**src/rtl/bctt_pkg.sv**
```systemverilog
// Package for the per-block CRC-32C table tracker.
// Holds the item structs, the request and register codes, the sequencer states
// and the CRC byte step. It depends on nothing else.
package bctt_pkg;

    localparam logic [1:0] FUNC_WRITE = 2'd0;
    localparam logic [1:0] FUNC_READ  = 2'd1;
    localparam logic [1:0] FUNC_ZERO  = 2'd2;
    localparam logic [1:0] FUNC_TRUNC = 2'd3;

    localparam logic [1:0] CFG_BLOCK_SHIFT = 2'd0;
    localparam logic [1:0] CFG_CRC_SEED    = 2'd1;
    localparam logic [1:0] CFG_ZERO_CRC    = 2'd2;

    localparam logic [4:0]  SHIFT_MAX     = 5'd16;
    localparam logic [4:0]  SHIFT_RESET   = 5'd12;
    localparam logic [10:0] MISMATCH_MAX  = 11'd2047;
    localparam logic [31:0] CRC_POLY      = 32'h82F6_3B78;

    typedef struct packed {
        logic [1:0]  func;
        logic [31:0] start_offset;
        logic [31:0] byte_count;
        logic [7:0]  data_byte;
        logic        data_valid;
        logic        is_last;
    } t_in_item;

    typedef struct packed {
        logic [1:0]  done_kind;
        logic [10:0] mismatch_count;
    } t_out_item;

    typedef enum logic [2:0] {
        S_CLEAR,
        S_IDLE,
        S_HEAD,
        S_TAIL,
        S_WALK,
        S_BYTE,
        S_CMP,
        S_EMIT
    } t_state;

    function automatic logic [31:0] crc_byte(input logic [31:0] crc, input logic [7:0] b);
        logic [31:0] c;
        c = crc ^ {24'd0, b};
        for (int i = 0; i < 8; i++) begin
            c = (c >> 1) ^ (CRC_POLY & {32{c[0]}});
        end
        return c;
    endfunction

endpackage

```
**src/rtl/bctt_out_stage.sv**
```systemverilog
// Output register for result items of the CRC table tracker.
// Holds one result until the receiver takes it; uses bctt_pkg for the item type.
module bctt_out_stage (
    input  logic                i_clk,
    input  logic                i_rst_n,
    input  logic                i_load,
    input  bctt_pkg::t_out_item i_item,
    input  logic                i_stall,
    output logic                o_valid,
    output bctt_pkg::t_out_item o_item,
    output logic                o_free
);

    logic                r_valid;
    bctt_pkg::t_out_item r_item;

    always_ff @(posedge i_clk) begin
        if (!i_rst_n) begin
            r_valid <= 1'b0;
        end else if (i_load) begin
            r_valid <= 1'b1;
        end else if (!i_stall) begin
            r_valid <= 1'b0;
        end
    end

    always_ff @(posedge i_clk) begin
        if (i_load) begin
            r_item <= i_item;
        end
    end

    assign o_valid = r_valid;
    assign o_item  = r_item;
    assign o_free  = !r_valid || !i_stall;

endmodule

```
**config.mk**
```make
export PLATFORM = sky130hd
export DESIGN_NAME = bctt_out_stage
export DESIGN_NICKNAME = d
export VERILOG_FILES = /design/src/rtl/bctt_pkg.sv /design/src/rtl/bctt_out_stage.sv
export SDC_FILE = /design/constraint.sdc
export NUM_CORES = 1
export LEC_CHECK = 0
export BUFFER_PORTS_ARGS = -buffer_cell sky130_fd_sc_hd__buf_2
export CORE_AREA = 2 2 39 41
export CTS_BUF_LIST = sky130_fd_sc_hd__clkbuf_4
export DETAILED_ROUTE_END_ITERATION = 10
export DIE_AREA = 0 0 41 43
export PLACE_DENSITY_LB_ADDON = 0.1
export SLEW_MARGIN = 20
export SYNTH_ARGS = -nofsm -noshare
export SYNTH_HDL_FRONTEND = slang
export SYNTH_SLANG_ARGS = --single-unit
```
**constraint.sdc**
```tcl
create_clock -name i_clk -period 1 [get_ports i_clk]
set_clock_uncertainty 0.2 [all_clocks]
set_input_delay 0.3 -clock i_clk [delete_from_list [all_inputs] [get_ports i_clk]]
set_output_delay 0.3 -clock i_clk [all_outputs]
set_load 0.02 [all_outputs]
```
**Word-level counts from Yosys, hierarchy flattened**

Cells that the tools add are included.

- Flip-flop bits (word level): 14
- Input port bits: 17
- Output and inout bits: 15
- Logic and storage cells: 9

- Equal/unequal tests: 1
- Mux-type cells: 2
- Reduce and logical (&&, ||, !) cells: 3

Operators by type and width:

| cell | number |
|---|---|
| logical NOT 1 bit | 2 |
| 2-to-1 mux 1 bit | 2 |
| != test 2 bit, second input constant | 1 |
| logical OR 1 bit | 1 |

**Depth between registers and ports, before layout**

Gate-level depths: netlist of the first run.

- Depth after elaboration: 2
- Depth in mapped cells: 2
- Depth with buffers taken out: 2

**Worst setup path after synthesis of the first run**

No wires, ideal clock.

- Kind: reg-to-output
- Start: register r_valid, in the netlist o_valid
- End: output o_free
- Arrival: 0.624 ns
- Path slack: -0.124 ns
- Cell stages (with the launch flop): 2
- Buffers on the path: 0
- Cell sequence: dfxtp_1 -> nand2_1

- Longest elaborated chain between the ends: 2

Ends and longest elaborated chain:

| what | line | source |
|---|---|---|
| from (decl) | bctt_out_stage.sv:14 | `logic r_valid;` |
| from (signal assigned) | bctt_out_stage.sv:19 | `r_valid <= 1'b0;` |
| from (signal assigned) | bctt_out_stage.sv:21 | `r_valid <= 1'b1;` |
| from (signal assigned) | bctt_out_stage.sv:23 | `r_valid <= 1'b0;` |
| logical NOT 1 bit | bctt_out_stage.sv:35 | `assign o_free = !r_valid \|\| !i_stall;` |
| logical OR 1 bit | bctt_out_stage.sv:35 |  |
| to (decl) | bctt_out_stage.sv:11 | `output logic o_free` |

No other way between the ends.

**Worst setup path in the final report of the first run**

- Start: register r_item, in the netlist o_item[4]
- End: output o_item[4] (netlist name)

RTL lines:

| what | line | source |
|---|---|---|
| from (decl) | bctt_out_stage.sv:15 | `bctt_pkg::t_out_item r_item;` |
| from (signal assigned) | bctt_out_stage.sv:29 | `r_item <= i_item;` |
| to (decl) | bctt_out_stage.sv:10 | `output bctt_pkg::t_out_item o_item,` |

No word-level cell between the ends.

==> impl_metrics.ini, run 1 <==
[clock_network]
clk_path_buf_depth = 2
cts_buffers = 3
cts_setup_buffers = 0
clkTransAtPathRegs_ns = 0.08
clock-root-buffer = clkbuf_4
cts_max_level = 1
numClockSinks = 14
clkLatencyLatePin_ns = 0.27
cts_tree = built

[setup_path]
arrival_ns = 0.81
required_ns = 0.50
cp-start-kind = flop
reg2reg_setup_slack_ns = 0.18
worstPathMaxFanout = 1
critPathTopFamily = flip-flops
path_class = flop to primary output
max_stage_delay_ns = 0.39
cp_slowest_cell = edfxtp_1
cp-end-kind = primary output
worst-path-buf-inv = 1
cp_cell_sequence = buf_6

[hold_path]
hold_path.class = input pin to flop

[timing]
drv_slew = 0
worstMarginPinSlew_ns = 0.291
fin_crit_ns = 1.31
grt_setup_unrepaired = true
hold_violations = 0
setup_ws_ns = -0.307
slew_headroom = 0.806
post-route-period-util = 1.31
setup_viol_count_final = 15
fmax_ghz = 0.765

[floorplan]
core-area_sq_mm = 0.00138
fp-row-count = 14
initial_core_util = 0.307
die_h_um = 43
dieWidth_um = 41
io_pins = 32
dieArea_sq_mm = 0.00176

[finish]
area_delta_synth_final_pct = 65.9
regArea_sq_um = 412
finalNetCount = 70
post-route-util = 0.510
num-fill-cells = 125
final_cell_mix = buf_2, edfxtp_1, buf_6, clkbuf_4
design_area_sq_um = 706
multiInputGateArea_sq_um = 17.5
antennaDiodeCount = 0
final_common_cell = buf_2
drive_gt1_frac = 0.692

[route]
viasPerCell = 4.06
drtPass1Iterations = 2
ant_nets = 0
routed_wl_um = 665
drtIter0Drc = 1
wl_per_cell_um = 9.78
remaining_drc_errors = 0
vias = 276

[placement]
place_congestion = 0.569
placedInstanceArea_sq_um = 604
io_buffers = 31

[global_routing]
track_usage = 0.0857
grt_pass1_vias = 263
antenna_found_initial = 0
grt_overflow = 0
grt_pass1_wl_um = 931
grt_max_degree = 15

[logic_synthesis]
syn_nets = 34
synth.avg_cell_area_sq_um = 25.0
synthesis.area_sq_um = 425
ys.warnings.count = 0
ys_seq_area_frac = 0.965
synth_top_area_frac = 0.918
synth.area.top_cells = edfxtp_1, dfxtp_1, nor2b_1
yosysTopAreaCell = edfxtp_1
ys_types = 5
syn_inst = 17
synth_seq_cells = 14

[power_and_ir_drop]
power_density_mw_per_mm2 = 1710
peakVddDrop_mv = 0.977
leakagePower_uw = 0.000304

[run_status]
status = finished with violations
violations = negative setup slack

[run]
maxCapViolCount = 0
## what timing repair did
action,CTS,global route
endpoints found under the setup margin,15,15
hold endpoints to repair,11,13
gates cloned,0,0
resized for setup,4,20
## synthesized netlist by cell type
library cell,count
nor2b_1,1
dfxtp_1,1
a21oi_1,1
edfxtp_1,13
nand2_1,1
## worst paths after layout
path	startpoint	endpoint	depth (start not counted)
worst max-delay path	o_item[4]	o_item[4]	1
worst min-delay path	i_item[12]	o_item[12]	1
worst max register to register	o_valid	o_valid	2
worst min register to register	o_valid	o_valid	2
## logic make-up (layout without fill, tap and decap cells)
family,count (synthesis),in the layout,synth area share
DFF,14,14,0.965
AOI/OAI and AO/OA,1,1,0.0118
and+or+nand+nor,2,2,0.0235
buffers and inverters,0,35,0
## routing by layer
| layer | vias up | track usage | routed length (um) |
|---|---|---|---|
| met5 | - | 0 | 0 |
| met4 | 0 | 0.0600 | 0 |
| met3 | 0 | 0.0524 | 68 |
| met2 | 16 | 0.147 | 394 |
| met1 | 125 | 0.0601 | 202 |
| li1 | 135 | - | - |
## cell type report
cell class | count | area share
multi-input combinational | 3 | 0.0248
sequential | 14 | 0.583
tap | 16 | 0.0284
clock inverter | 1 | 0.00532
timing repair buffer | 31 | 0.326
clock buffer | 3 | 0.0319
## sequential cells by signal (all words and copies together) (netlist names)
signal,count
o_item,13
o_valid,1
## power breakdown
group	switching (uW)	internal (uW)	total [uW]
clock	163	144	307
sequential	18.3	690	709
combinational	92.6	95.5	188
total	274	930	1200
## per-stage QoR
step	setup TNS [ns]	hold WS [ns]	setup WS, ns	std cells	power, uW
finish	-4.36	0.000742	-0.307	68	1200
global route	-4.90	-0.0169	-0.347	68	1260
CTS	-4.57	-0.0118	-0.326	68	1180
detailed placement	-1.63	0.278	-0.112	64	863
global placement	-1.30	0.277	-0.105	64	859
floorplan	0	0.199	0.00785	17	783
(Power assumes the default switching activity.)
==> run 2, diff against run 1 <==
--- a/config.mk
+++ b/config.mk
@@ -5,13 +5,13 @@
 export SDC_FILE = /design/constraint.sdc
 export NUM_CORES = 1
 export LEC_CHECK = 0
+export ABC_AREA = 1
 export BUFFER_PORTS_ARGS = -buffer_cell sky130_fd_sc_hd__buf_2
 export CORE_AREA = 2 2 39 41
 export CTS_BUF_LIST = sky130_fd_sc_hd__clkbuf_4
 export DETAILED_ROUTE_END_ITERATION = 10
 export DIE_AREA = 0 0 41 43
 export PLACE_DENSITY_LB_ADDON = 0.1
-export SLEW_MARGIN = 20
 export SYNTH_ARGS = -nofsm -noshare
 export SYNTH_HDL_FRONTEND = slang
 export SYNTH_SLANG_ARGS = --single-unit
==> constraint.sdc (replaced) <==
create_clock -name i_clk -period 1.3 [get_ports i_clk]
set_clock_uncertainty 0.2 [all_clocks]
set_input_delay 0.39 -clock i_clk [delete_from_list [all_inputs] [get_ports i_clk]]
set_output_delay 0.39 -clock i_clk [all_outputs]
set_load 0.02 [all_outputs]
==> run 2 against run 1 <==
  * The flow still finishes with violations (negative setup slack)
  * Core utilization rose by 0.81 points
  * Final cell count increased by 4.4%
  * Largest power group unchanged
  * Synthesized cell count up 5.9%
  * Power down 21%
  * Sequential share of layout area is 0.92 points lower
  * Global-route usage rose by 0.69 points
  * Critical path depth is 1 higher
  * Area after synthesis increased by 1.8%
  * Flip-flop and latch count unchanged
==> impl_metrics.ini, run 2 <==
[timing]
hold_ws_ns = 0.0902
fmax_ghz = 0.715
slew_headroom = 0.805
hold_violations = 0
setup_viol_count_final = 15
drv_slew = 0
post-route-period-util = 1.08
fin_crit_ns = 1.40
setup_ws_ns = -0.0976
grt_setup_unrepaired = true
worstMarginPinSlew_ns = 0.292

[placement]
place_congestion = 0.559
io_buffers = 31

[route]
ant_nets = 0
drtPass1Iterations = 2
drtIter0Drc = 1
vias = 284
routed_wl_um = 754
wl_per_cell_um = 10.6
viasPerCell = 4.00
remaining_drc_errors = 0

[hold_path]
hold_path.class = input pin to flop

[logic_synthesis]
synth.avg_cell_area_sq_um = 24.1
synth.area.top_cells = edfxtp_1, dfxtp_1, a21oi_2
syn_nets = 35
async_reset_ff_frac = 0
ys_types = 5
synth_top_area_frac = 0.902
synth_ff_type = edfxtp_1
synth_edf_count = 13
yosysMostFrequentCell = edfxtp_1
synth_common_cells = edfxtp_1, inv_1, a21oi_2, dfxtp_1, nand2_2
syn_inst = 18
ys_seq_area_frac = 0.948
ys.warnings.count = 0
synth_seq_cells = 14
yosysTopAreaCell = edfxtp_1
synthesis.area_sq_um = 433

[clock_network]
numClockSinks = 14
clock-root-buffer = clkbuf_4
clk_path_buf_depth = 2
clkLatencyLatePin_ns = 0.26
clkTransAtPathRegs_ns = 0.08
cts_tree = built
cts_hold_buf = 0
cts_max_level = 1
cts_buffers = 3

[finish]
final_common_cell = buf_2
area_delta_synth_final_pct = 65.6
antennaDiodeCount = 0
drive_gt1_frac = 0.727
final_cell_mix = buf_2, edfxtp_1, buf_6, clkbuf_4
largest_reg_flops = 13
post-route-util = 0.518
finalNetCount = 73

[setup_path]
cp_slowest_cell = dfxtp_2
cp-start-kind = flop
max_stage_delay_ns = 0.35
worst-path-buf-inv = 1
arrival_ns = 0.81
required_ns = 0.71
critPathTopFamily = flip-flops
worstPathMaxFanout = 2
path_class = flop to primary output
cp-end-kind = primary output
cp_cell_sequence = nand2_2 -> buf_6

[power_and_ir_drop]
p_seq_frac = 0.571
intPower_uw = 742
p_clk_frac = 0.276
leakagePower_uw = 0.000320
swShare = 0.220
comb_power_share = 0.153
peakVddDrop_mv = 0.612
p_sw_uw = 210
power_density_mw_per_mm2 = 1330

[floorplan]
die_h_um = 43
initial_core_util = 0.313
dieWidth_um = 41
fp-row-count = 14
core-area_sq_mm = 0.00138
dieArea_sq_mm = 0.00176
io_pins = 32

[global_routing]
antenna_found_initial = 0
track_usage = 0.0927
grt_max_degree = 15
grt_pass1_vias = 258
grt_pass1_wl_mm = 1.00
grt_overflow = 0

[run_status]
status = finished with violations
violations = negative setup slack

[run]
maxCapViolCount = 0
## run 2: cell types whose count changed after synthesis
cell	change
a21oi_1	-1
nand2_2	+1
nor2b_1	-1
a21oi_2	+1
nand2_1	-1
inv_1	+2
## run 2: worst paths after layout
| kind | start | end | slack [ns] | cells after the start |
|---|---|---|---|---|
| max | o_valid | o_free | -0.1 | 2 |
| min | i_item[12] | o_item[12] | 0.09 | 1 |
| max reg2reg | o_valid | o_valid | 0.29 | 4 |
| min reg2reg | o_valid | o_valid | 0.47 | 4 |
## run 2: per-stage QoR
step | setup WS, ns | total power [uW] | setup TNS (ns) | instance area (sq um) | cells
2_1_floorplan | 0.130 | 603 | 0 | 433 | 18
5_1_grt | -0.141 | 1000 | -1.80 | 717 | 71
4_1_cts | -0.119 | 943 | -1.36 | 666 | 70
6_report | -0.0976 | 951 | -1.15 | 717 | 71
3_3_place_gp | 0.00606 | 663 | 0 | 616 | 66
3_5_place_dp | -0.0164 | 667 | -0.0164 | 616 | 66
## run 2: power by group through the flow
stage,registers (uW),clock network (uW),logic (uW)
after floorplan,597,0,6.36
after global placement,547,0,116
after detailed placement,548,0,119
after CTS,539,277,127
after global routing,547,303,154
final,543,263,146
## run 2: final cells by class
class,count,area [sq um]
inverter,2,7.51
fill,126,667
multi-input combinational,2,15.0
sequential,14,412
clock buffer,4,30.0
tap,16,20.0
timing repair buffer,33,233
## run 2: cells by family (layout without fill, tap and decap cells)
logic type             after synthesis  count (layout)  synth area share
AO/OA/AOI/OAI                        1               1            0.0202
flip-flops                          14              14             0.948
AND/OR/NAND/NOR                      1               1            0.0145
buffers and inverters                2              39            0.0173
## run 2: worst reg2reg max path, stage by stage (launching register included)
cell and delay [ns]:
dfxtp_2 0.35, nand2_2 0.07, buf_4 0.12, buf_4 0.12, a21oi_2 0.09
## run 2: layer usage
metal	wire length, um	track usage	vias to the layer above
met2	475	0.178	15
met5	0	0	-
li1	-	-	140
met3	82	0.0471	0
met4	0	0.0400	0
met1	196	0.0629	129
## run 2: repair_timing
action,4_1_cts,5_1_grt
resized for setup,7,14
cloned,0,0
buffers inserted,0,1
endpoints found under the setup margin,15,15
endpoints found under the hold margin,0,0
pin swaps,0,1
==> run 3, diff against run 2 <==
--- a/config.mk
+++ b/config.mk
@@ -11,7 +11,9 @@
 export CTS_BUF_LIST = sky130_fd_sc_hd__clkbuf_4
 export DETAILED_ROUTE_END_ITERATION = 10
 export DIE_AREA = 0 0 41 43
+export GPL_ROUTABILITY_DRIVEN = 1
 export PLACE_DENSITY_LB_ADDON = 0.1
 export SYNTH_ARGS = -nofsm -noshare
 export SYNTH_HDL_FRONTEND = slang
 export SYNTH_SLANG_ARGS = --single-unit
+export TNS_END_PERCENT = 30
==> constraint.sdc (replaced) <==
create_clock -name i_clk -period 1.15 [get_ports i_clk]
set_clock_uncertainty 0.2 [all_clocks]
set_input_delay 0.345 -clock i_clk [delete_from_list [all_inputs] [get_ports i_clk]]
set_output_delay 0.345 -clock i_clk [all_outputs]
set_load 0.02 [all_outputs]
==> run 3 against run 2 <==
  * The flow still finishes with violations (negative setup slack)
  * Clock power grew 13%
  * Via count did not move
  * Sequential share of layout area rose by 2.1 points
  * Core utilization fell by 1.8 points
  * Setup slack got worse by 0.10 ns
  * Cell area is 3.5% lower
  * Wire length grew 0.13%
  * Highest routed layer unchanged
==> impl_metrics.ini, run 3 (synthesized netlist as in run 2, its figures left out) <==
[clock_network]
cts_max_level = 1
cts_buffers = 3
clkLatencyLatePin_ns = 0.26
numClockSinks = 14
clock-root-buffer = clkbuf_4
clkTransAtPathRegs_ns = 0.08
clk_path_buf_depth = 2
cts_tree = built

[run_status]
violations = negative setup slack
status = finished with violations

[timing]
post-route-period-util = 1.18
fin_setup_tns_ns = -2.70
hold_violations = 0
worstMarginPinSlew_ns = 0.292
drv_slew = 0
grt_setup_unrepaired = true
setup_ws_ns = -0.203
fin_crit_ns = 1.35
setup_viol_count_final = 15
slew_headroom = 0.805
hold_ws_ns = 0.0450
fmax_ghz = 0.739

[route]
ant_nets = 0
wl_per_cell_um = 10.6
drtIter0Drc = 1
vias = 284
remaining_drc_errors = 0
routed_wl_um = 755
drtPass1Iterations = 2
viasPerCell = 4.00

[global_routing]
track_usage = 0.0927
grt_overflow = 0
grt_pass1_wl_mm = 1.00
grt_max_degree = 15
grt_pass1_vias = 258
antenna_found_initial = 0

[finish]
largest_reg_flops = 13
antennaDiodeCount = 0
final_common_cell = buf_2
final_cell_mix = buf_2, edfxtp_1, buf_6, clkbuf_4
post-route-util = 0.500
finalNetCount = 73
area_delta_synth_final_pct = 59.8
drive_gt1_frac = 0.727

[setup_path]
max_stage_delay_ns = 0.35
required_ns = 0.60
arrival_ns = 0.81
cp-start-kind = flop
path_class = flop to primary output
worstPathMaxFanout = 2
critPathTopFamily = flip-flops
cp_slowest_cell = dfxtp_2
cp_cell_sequence = nand2_2 -> buf_6
worst-path-buf-inv = 1
cp-end-kind = primary output

[run]
maxCapViolCount = 0

[power_and_ir_drop]
leakagePower_uw = 0.000312
peakVddDrop_mv = 0.684
power_density_mw_per_mm2 = 1530

[hold_path]
hold_path.class = input pin to flop

[floorplan]
die_h_um = 43
dieWidth_um = 41
fp-row-count = 14
dieArea_sq_mm = 0.00176
initial_core_util = 0.313
core-area_sq_mm = 0.00138
io_pins = 32

[placement]
pre_cts_ws_ns = -0.0764
io_buffers = 31
place_congestion = 0.559
run 3: worst reg2reg max path, delay by kind of cell (launching register included):
family          cells  cell delay (ns)
simple gates        1             0.07
flops               1             0.35
buf+inv             2             0.24
compound gates      1             0.09
run 3: final cells by class:
type	count	area [sq um]
Sequential cell	14	412
Fill cell	127	692
Inverter	2	7.51
Multi-Input combinational cell	2	15.0
Tap cell	16	20.0
Clock buffer	4	30.0
Timing Repair Buffer	33	208
run 3: metal layers:
| layer | GRT usage | wire [um] |
|---|---|---|
| met2 | 0.178 | 469 |
| met4 | 0.0400 | 0 |
| met5 | 0 | 0 |
| met3 | 0.0471 | 80 |
| met1 | 0.0629 | 206 |
run 3: what timing repair did:
| item | 4_1_cts | 5_1_grt |
|---|---|---|
| setup endpoints to repair | 15 | 15 |
| hold buffers | 0 | 0 |
| setup buffers | 0 | 1 |
| pin swaps | 0 | 1 |
| resized for setup | 7 | 6 |
run 3: worst paths after layout:
check                                 from         end  slack, ns  cells after the start
worst max-delay path               o_valid      o_free      -0.20                      2
worst min-delay path            i_item[12]  o_item[12]       0.04                      1
worst max register to register     o_valid     o_valid       0.14                      4
worst min register to register     o_valid     o_valid       0.47                      4
run 3: through the flow:
step | power [uW] | instance area [sq um] | cells
CTS | 1070 | 666 | 70
global route | 1120 | 692 | 71
finish | 1060 | 692 | 71
detailed placement | 754 | 616 | 66
floorplan | 682 | 433 | 18
global placement | 750 | 616 | 66
run 3: report_power, final:
group / leakage (uW) / switching, uW / total, uW / internal, uW
clock network: 0.0000184 / 139 / 297 / 158
logic: 0.000157 / 84.1 / 152 / 68.1
registers: 0.000136 / 11.2 / 611 / 600
total: 0.000312 / 235 / 1060 / 826
